[src/hdl/fcc_pkg.sv]
package fcc_pkg;

    localparam int          FCC_FRAME_BYTES   = 16;
    localparam int          FCC_COVERED_BYTES = 14;

    localparam logic [15:0] CRC_INIT = 16'hFFFF;
    localparam logic [15:0] CRC_POLY = 16'h1021;
    localparam logic [15:0] CRC_TOP  = 16'h8000;

    typedef struct packed {
        logic [7:0] byte_out;
        logic [3:0] byte_index;
        logic       frame_end;
        logic       crc_ok;
    } t_result;

endpackage

[src/hdl/fcc_crc8.sv]
module fcc_crc8 (
    input  logic [15:0] i_crc,
    input  logic [7:0]  i_data,
    output logic [15:0] o_crc
);
    import fcc_pkg::*;

    // one byte, MSB first, unrolled over the eight bit steps
    always_comb begin
        logic [15:0] c;
        c = i_crc ^ {i_data, 8'h00};
        for (int k = 0; k < 8; k++) begin
            if ((c & CRC_TOP) != 16'h0000) begin
                c = {c[14:0], 1'b0} ^ CRC_POLY;
            end else begin
                c = {c[14:0], 1'b0};
            end
        end
        o_crc = c;
    end
endmodule

[src/hdl/fcc_frame_track.sv]
module fcc_frame_track #(
    parameter int FRAME_BYTES   = 16,
    parameter int COVERED_BYTES = 14
) (
    input  logic             i_clk,
    input  logic             i_rst_n,
    input  logic             i_step,
    input  logic [7:0]       i_data_byte,
    input  logic             i_frame_start,
    output fcc_pkg::t_result o_result
);
    import fcc_pkg::*;

    localparam int PW      = $clog2(FRAME_BYTES);
    localparam int CRC_END = (COVERED_BYTES < FRAME_BYTES - 2) ? COVERED_BYTES
                                                               : FRAME_BYTES - 2;
    localparam logic [PW-1:0] LAST_P   = PW'(FRAME_BYTES - 1);
    localparam logic [PW-1:0] HI_P     = PW'(FRAME_BYTES - 2);
    localparam logic [PW-1:0] CRC_ENDP = PW'(CRC_END);

    logic [PW-1:0] r_position, n_position;
    logic [15:0]   r_crc, n_crc;
    logic [7:0]    r_trailer_high, n_trailer_high;

    logic [PW-1:0] p;
    logic [PW+3:0] p_ext;
    logic [15:0]   crc_base;
    logic [15:0]   crc_upd;
    logic          is_last;

    assign p        = i_frame_start ? '0 : r_position;
    assign p_ext    = {4'b0000, p};
    assign crc_base = (p == '0) ? CRC_INIT : r_crc;
    assign is_last  = (p == LAST_P);

    fcc_crc8 u_crc8 (
        .i_crc  (crc_base),
        .i_data (i_data_byte),
        .o_crc  (crc_upd)
    );

    always_comb begin
        n_position     = is_last ? '0 : p + PW'(1);
        n_trailer_high = (p == HI_P) ? i_data_byte : r_trailer_high;
        if (is_last) begin
            n_crc = CRC_INIT;
        end else if (p < CRC_ENDP) begin
            n_crc = crc_upd;
        end else begin
            n_crc = crc_base;
        end

        o_result.byte_out   = i_data_byte;
        o_result.byte_index = p_ext[3:0];
        o_result.frame_end  = is_last;
        o_result.crc_ok     = is_last && ({r_trailer_high, i_data_byte} == crc_base);
    end

    always_ff @(posedge i_clk) begin
        if (!i_rst_n) begin
            r_position     <= '0;
            r_crc          <= CRC_INIT;
            r_trailer_high <= 8'h00;
        end else if (i_step) begin
            r_position     <= n_position;
            r_crc          <= n_crc;
            r_trailer_high <= n_trailer_high;
        end
    end

    a_pos_range: assert property (@(posedge i_clk) disable iff (!i_rst_n)
        r_position <= LAST_P)
        else $error("position out of frame");

    a_wrap: assert property (@(posedge i_clk) disable iff (!i_rst_n)
        i_step && o_result.frame_end |=> r_position == '0 && r_crc == CRC_INIT)
        else $error("no wrap after last byte");

    a_ok_end: assert property (@(posedge i_clk) disable iff (!i_rst_n)
        o_result.crc_ok |-> o_result.frame_end)
        else $error("crc_ok outside frame end");

    a_start_idx: assert property (@(posedge i_clk) disable iff (!i_rst_n)
        i_frame_start |-> o_result.byte_index == 4'd0)
        else $error("frame start not at index 0");
endmodule

[config.mk]
export PLATFORM = sky130hd
export DESIGN_NAME = fcc_frame_track
export DESIGN_NICKNAME = d
export VERILOG_FILES = /design/src/hdl/fcc_pkg.sv /design/src/hdl/fcc_crc8.sv /design/src/hdl/fcc_frame_track.sv
export SDC_FILE = /design/constraint.sdc
export NUM_CORES = 1
export LEC_CHECK = 0
export BUFFER_PORTS_ARGS = -buffer_cell sky130_fd_sc_hd__buf_2
export CORE_MARGIN = 2
export CORE_UTILIZATION = 45
export CTS_BUF_LIST = sky130_fd_sc_hd__clkbuf_4
export CTS_CLUSTER_SIZE = 20
export DETAILED_ROUTE_END_ITERATION = 6
export GPL_TIMING_DRIVEN = 0
export PLACE_DENSITY = 0.63
export SLEW_MARGIN = 40
export SYNTH_ARGS = -nofsm -noshare
export SYNTH_HDL_FRONTEND = slang
export SYNTH_SLANG_ARGS = --single-unit
[constraint.sdc]
create_clock -name i_clk -period 2 [get_ports i_clk]
set_input_delay 0.1 -clock i_clk [delete_from_list [all_inputs] [get_ports i_clk]]
set_output_delay 0.1 -clock i_clk [all_outputs]
set_load 0.03 [all_outputs]
==> results of run 1 <==
cell type report:
class	count	area, um2
Fill cell	453	2120
Multi-Input combinational cell	209	1490
Sequential cell	28	567
Timing Repair Buffer	31	193
Buffer	29	166
Tap cell	54	67.6
Inverter	8	30.0
Clock buffer	3	22.5
synthesized netlist by cell type, types with 2 or more instances:
library cell,count
nor2_1,36
xnor2_1,30
dfxtp_1,28
a21oi_1,25
clkbuf_1,19
nand2_1,16
xor2_1,14
nor2b_1,11
buf_4,9
mux2i_1,9
inv_1,7
o21ai_0,6
nand3_1,5
a22oi_1,4
and2_1,4
nand4b_1,4
o22ai_1,4
a211oi_1,3
and3_1,3
ha_1,3
nor4bb_1,3
o211ai_1,3
o21bai_1,3
a311oi_1,2
a32o_1,2
o31ai_1,2
or4_1,2
worst max path at each step:
stage | endpoint | slack, ns | from | cells after the start
after floorplan | o_result[0] | -0.28 | r_position[0] | 8
after detailed placement | r_crc[5] | -0.39 | r_position[1] | 10
after global placement | o_result[0] | -0.39 | r_position[1] | 9
final | o_result[0] | -0.49 | r_position[0] | 8
after CTS | o_result[0] | -0.53 | r_position[0] | 9
after global routing | o_result[0] | -0.59 | r_position[0] | 8
layer usage:
layer	share of wire (%)	wire, um
met4	2.5	147
met1	48	2810
met5	0	0
met2	45	2600
met3	4.7	272
stage by stage:
step	util, %	std cells	power, mW	instance area [um2]	setup slack (ns)
after floorplan	-	275	0.957	2170	-0.279
after global placement	50.1	349	1.05	2340	-0.386
after detailed placement	50.1	349	1.05	2340	-0.393
after CTS	51.7	356	1.31	2410	-0.534
after global routing	54.4	362	1.40	2540	-0.595
final	54.4	362	1.33	2540	-0.489
sequential cells by signal (all words and copies together), names as in the netlist:
signal and cells:
r_crc 16, r_trailer_high 8, r_position 4
power by group through the flow:
stage / registers, mW / logic [mW] / clock network [mW]
after CTS: 0.630 / 0.426 / 0.256
final: 0.629 / 0.450 / 0.248
after floorplan: 0.631 / 0.326 / 0
after global routing: 0.635 / 0.489 / 0.275
after global placement: 0.641 / 0.407 / 0
after detailed placement: 0.642 / 0.413 / 0
kinds of logic (layout without fill, tap and decap cells):
group | count (synthesis) | after routing
AOI/OAI and AO/OA | 63 | 63
xor gates and xnor gates | 44 | 44
adders and majority gates | 3 | 3
buffers and inverters | 38 | 71
DFF | 28 | 28
muxes | 9 | 9
and+or+nand+nor | 90 | 90
worst min-delay path, delay by kind of cell:
family / cells / cell delay [ns]
simple gates: 1 / 0.17
buf+inv: 1 / 0.08
compound gates: 1 / 0.06
repair_timing:
item / in CTS / in global routing
pin swaps: 0 / 6
resized for setup: 11 / 33
setup endpoints to repair: 12 / 14
gates cloned: 1 / 1
buffers inserted: 3 / 6
==> impl_metrics.toml, run 1 <==
[outcome]
status = "finished with violations"
violations = "negative setup slack"

[grt]
met2_usage_pct = 33.5
grt_pass1_wl_um = 9210
grt_util_met1_pct = 33.1
grt_pass1_vias = 1785
antenna_found_initial = 0
use_met3_pct = 3.31
grt_max_degree = 15
grt_busiest_layer = "met2"
grt-ovfl-total = 0
grt_use_total_pct = 22.8

[critical_path]
path_buf_inv = 2
critPathMaxFanout = 5
rr_endpoint = "r_crc[4]"
ff2ff_path_depth = 12
critPathRequiredTime_ns = 1.90
r2r_setup_slack_ns = 0.05
worst-setup-path-type = "register to output pin"
arrival_ns = 2.39
start_kind = "register"
crit_family = "simple AND/OR/NAND/NOR gates"
slowest_delay_ns = 0.47
slowest_stage = "or4_4"
crit_chain = "nor2b_4 -> inv_2 -> ha_4 -> and2_4 -> or4_4 -> a32o_2 -> nor4_4 -> buf_6"
worstSetupEndpointType = "output pin"
reg2reg_from = "r_position[0]"

[synth]
ys_seq_elements = 28
synthesis.nets = 290
yosys.area_share.simple_pct = 21.6
muxShareOfSynthArea_pct = 4.21
synth_top_family_by_area = "simple AND/OR/NAND/NOR gates"
ys_types = 45
synthTopCellsByArea = "dfxtp_1 26%, xnor2_1 12%, nor2_1 6.3%, a21oi_1 5.9%, xor2_1 5.7%"
synth-edff-count = 0
syn_inst = 275
synth_fa_ha_area_share_pct = 1.76
synth.avg_cell_area_um2 = 7.78
ys.flop_type = "dfxtp_1"
synth_compound_area_share_pct = 19.5
synth_async_sr_flop_share_pct = 0
ys_seq_area_share_pct = 26.2
synthXorXnorAreaFrac_pct = 18.0
synth_top_cell_area_share_pct = 26.2
yosysWarningCount = 0
synth_top_cell_by_area = "dfxtp_1"
synth.cell_area_um2 = 2140

[hold_path]
whs_path_depth = 3
worstHoldStart = "i_rst_n"
whs_endpoint = "r_crc[9]"
holdCritPathClass = "input pin to register"

[timing]
tightestPinTransition_ns = 0.686
hold_viol = 0
fin_crit_sh_pct = 124
finalSetupViolations = 1
hold_ws_ns = 0.116
slew_violations = 0
layout_setup_ws_ns = -0.489
rsz0062_at_grt = "yes"
finalCriticalPeriod_ns = 2.49
max_freq_ghz = 0.402
slew-limit-headroom_pct = 53.9
setup_tns_ns = -0.489
fin_skew_ns = 0.0132

[pwr]
vdd_drop_max_v = 0.000333
netSwitchingFraction_pct = 35.0
power_switching_mw = 0.465
p_seq_share_pct = 47.4
power.density_nw_per_um2 = 523
power_frac_comb_pct = 33.9
p_clk_share_pct = 18.7
p_leak_nw = 0.987
p_int_mw = 0.862

[drt]
drt-initial-drc-count = 118
routed_wl_um = 5830
drc = 0
num_vias = 2011
avgRoutedWirePerCell_um = 16.1
vias_per_cell = 5.56
firstDrtPassIters = 4
ant_nets = 0

[floorplan]
coreArea_um2 = 4660
ioPinCount = 26
die_y_um = 72.9
die_w_um = 72.9
rows = 25
start_util_pct = 45.9
die_area_um2 = 5320

[final_layout]
drive_gt1_share_pct = 24.7
final_cell_mix = "35 x nor2_1, 30 x xnor2_1, 25 x dfxtp_1"
final_nets = 325
final_common_cell = "nor2_1"
antennaDiodeCount = 0
syn_to_final_growth_pct = 18.6

[clock_network]
root_buffer = "clkbuf_4"
cts_made_buffers = 3
clockBufferDepth = 2
clock_latency_ns = 0.34
ctsHtreeMaxLevel = 1
clk_pin_slew_ns = 0.15
cts_sinks = 28
cts_tree = "done"
cts_hold_buffers = 0

[place]
gp_congestion = 0.828
io_buffers = 20
hpwl_um = 4040

[run]
drv_cap = 0
Power figures use the tool's default switching activity.
==> run 2: changes to the inputs <==
--- a/config.mk
+++ b/config.mk
@@ -13,6 +13,7 @@
 export DETAILED_ROUTE_END_ITERATION = 6
 export GPL_TIMING_DRIVEN = 0
 export PLACE_DENSITY = 0.63
+export REMOVE_ABC_BUFFERS = 1
 export SLEW_MARGIN = 40
 export SYNTH_ARGS = -nofsm -noshare
 export SYNTH_HDL_FRONTEND = slang
==> impl_metrics.toml, run 2 (synthesis results as in run 1) <==
[grt]
grt_pass1_wl_um = 8690
grt-ovfl-total = 0
grt_use_total_pct = 21.1
grt_max_degree = 21
grt_pass1_vias = 1712
antenna_found_initial = 0

[timing]
max_freq_ghz = 0.416
finalCriticalPeriod_ns = 2.40
fin_crit_sh_pct = 120
rsz0062_at_grt = "yes"
setup_tns_ns = -0.403
slew-limit-headroom_pct = 54.7
layout_setup_ws_ns = -0.403
hold_viol = 0
tightestPinTransition_ns = 0.674
slew_violations = 0
finalSetupViolations = 1
fin_skew_ns = 0.0174

[critical_path]
crit_family = "simple AND/OR/NAND/NOR gates"
slowest_stage = "or4_1"
critPathMaxFanout = 7
start_kind = "register"
worstSetupEndpointType = "output pin"
slowest_delay_ns = 0.47
ff2ff_path_depth = 10
critPathRequiredTime_ns = 1.90
crit_chain = "nor2b_4 -> inv_2 -> ha_4 -> and2_4 -> or4_1 -> a32o_1 -> nor4_2 -> buf_4"
worst-setup-path-type = "register to output pin"
arrival_ns = 2.30
path_buf_inv = 2
worst-path-stages = 8

[pwr]
p_clk_share_pct = 19.4
power_switching_mw = 0.450
p_leak_nw = 0.911
netSwitchingFraction_pct = 34.8
power.density_nw_per_um2 = 539
power_frac_comb_pct = 30.2
p_seq_share_pct = 50.4
vdd_drop_max_v = 0.000239
p_int_mw = 0.843

[drt]
avgRoutedWirePerCell_um = 16.2
num_vias = 1931
firstDrtPassIters = 4
vias_per_cell = 5.65
routed_wl_um = 5520
drc = 0
drt-initial-drc-count = 112
ant_nets = 0

[final_layout]
top_register = "r_crc"
largestRegisters = "r_crc (16), r_trailer_high (8), r_position (4)"
syn_to_final_growth_pct = 12.2
final_nets = 305
multiInputGateArea_um2 = 1460
antennaDiodeCount = 0
largest_reg_flops = 16
fill_cells = 447
seqCellArea_um2 = 568
final_cell_mix = "36 x nor2_1, 30 x xnor2_1, 25 x a21oi_1"
final_common_cell = "nor2_1"
drive_gt1_share_pct = 21.5

[place]
dp_slack_ns = -0.833
gp_congestion = 0.805
io_buffers = 25
hpwl_um = 3580

[clock_network]
cts_sinks = 28
cts_made_buffers = 3
clk_pin_slew_ns = 0.15
clock_latency_ns = 0.34
cts_tree = "done"
ctsHtreeMaxLevel = 1
clockBufferDepth = 2
root_buffer = "clkbuf_4"
cts_hold_buffers = 0

[floorplan]
die_w_um = 72.9
die_area_um2 = 5320
ioPinCount = 26
coreArea_um2 = 4660
die_y_um = 72.9
rows = 25
start_util_pct = 45.9

[hold_path]
whs_path_depth = 3
holdCritPathClass = "input pin to register"

[outcome]
status = "finished with violations"
violations = "negative setup slack"

[run]
drv_cap = 0
-- run 2: path summary, 6_finish.rpt --
check | start | end | slack [ns]
worst max-delay path | r_position[0] | o_result[0] | -0.40
worst min-delay path | i_data_byte[0] | r_trailer_high[0] | 0.11
worst max register to register | r_position[1] | r_crc[4] | 0.18
worst min register to register | r_crc[5] | r_crc[5] | 0.55
-- run 2: layout make-up --
cell class	instances	area share (%)
Tap cell	54	2.82
Multi-Input combinational cell	210	60.8
Timing Repair Buffer	39	10.5
Sequential cell	28	23.7
Clock buffer	3	0.938
Inverter	8	1.25
-- run 2: metal layers --
metal | vias to the layer above | track usage [%] | wire [um]
li1 | 969 | - | -
met1 | 907 | 30.9 | 2680
met2 | 49 | 32.4 | 2500
met3 | 6 | 2.35 | 277
met4 | 0 | 6.17 | 65
met5 | - | 0 | 0
-- run 2: repair_timing --
item / CTS / global route
setup buffers: 6 / 8
cloned: 1 / 0
pin swaps: 2 / 1
setup endpoints to repair: 16 / 15
gates resized for setup: 16 / 7
-- run 2: metrics by stage --
step	utilization [%]	total power [mW]	hold WS, ns	cells	instance area [um2]
global route	51.5	1.37	0.121	342	2400
floorplan	-	0.896	0.162	245	1980
finish	51.5	1.29	0.108	342	2400
detailed placement	46.8	1.02	0.466	324	2180
CTS	49.8	1.30	0.104	334	2320
global placement	46.7	1.01	0.451	324	2180
-- run 2: worst reg2reg max path, delay by kind of cell (launching register included) --
family                     cells  cell delay [ns]
AOI/OAI and AO/OA              2             0.13
adders and majority gates      1             0.17
buffers and inverters          3             0.35
DFF                            1             0.37
and+or+nand+nor                4             0.71
-- run 2: power by group through the flow --
stage	sequential, mW	combinational (mW)	clock, mW
final	0.652	0.391	0.250
after global routing	0.658	0.427	0.281
after CTS	0.651	0.386	0.259
after detailed placement	0.663	0.356	0
after global placement	0.662	0.351	0
after floorplan	0.646	0.250	0
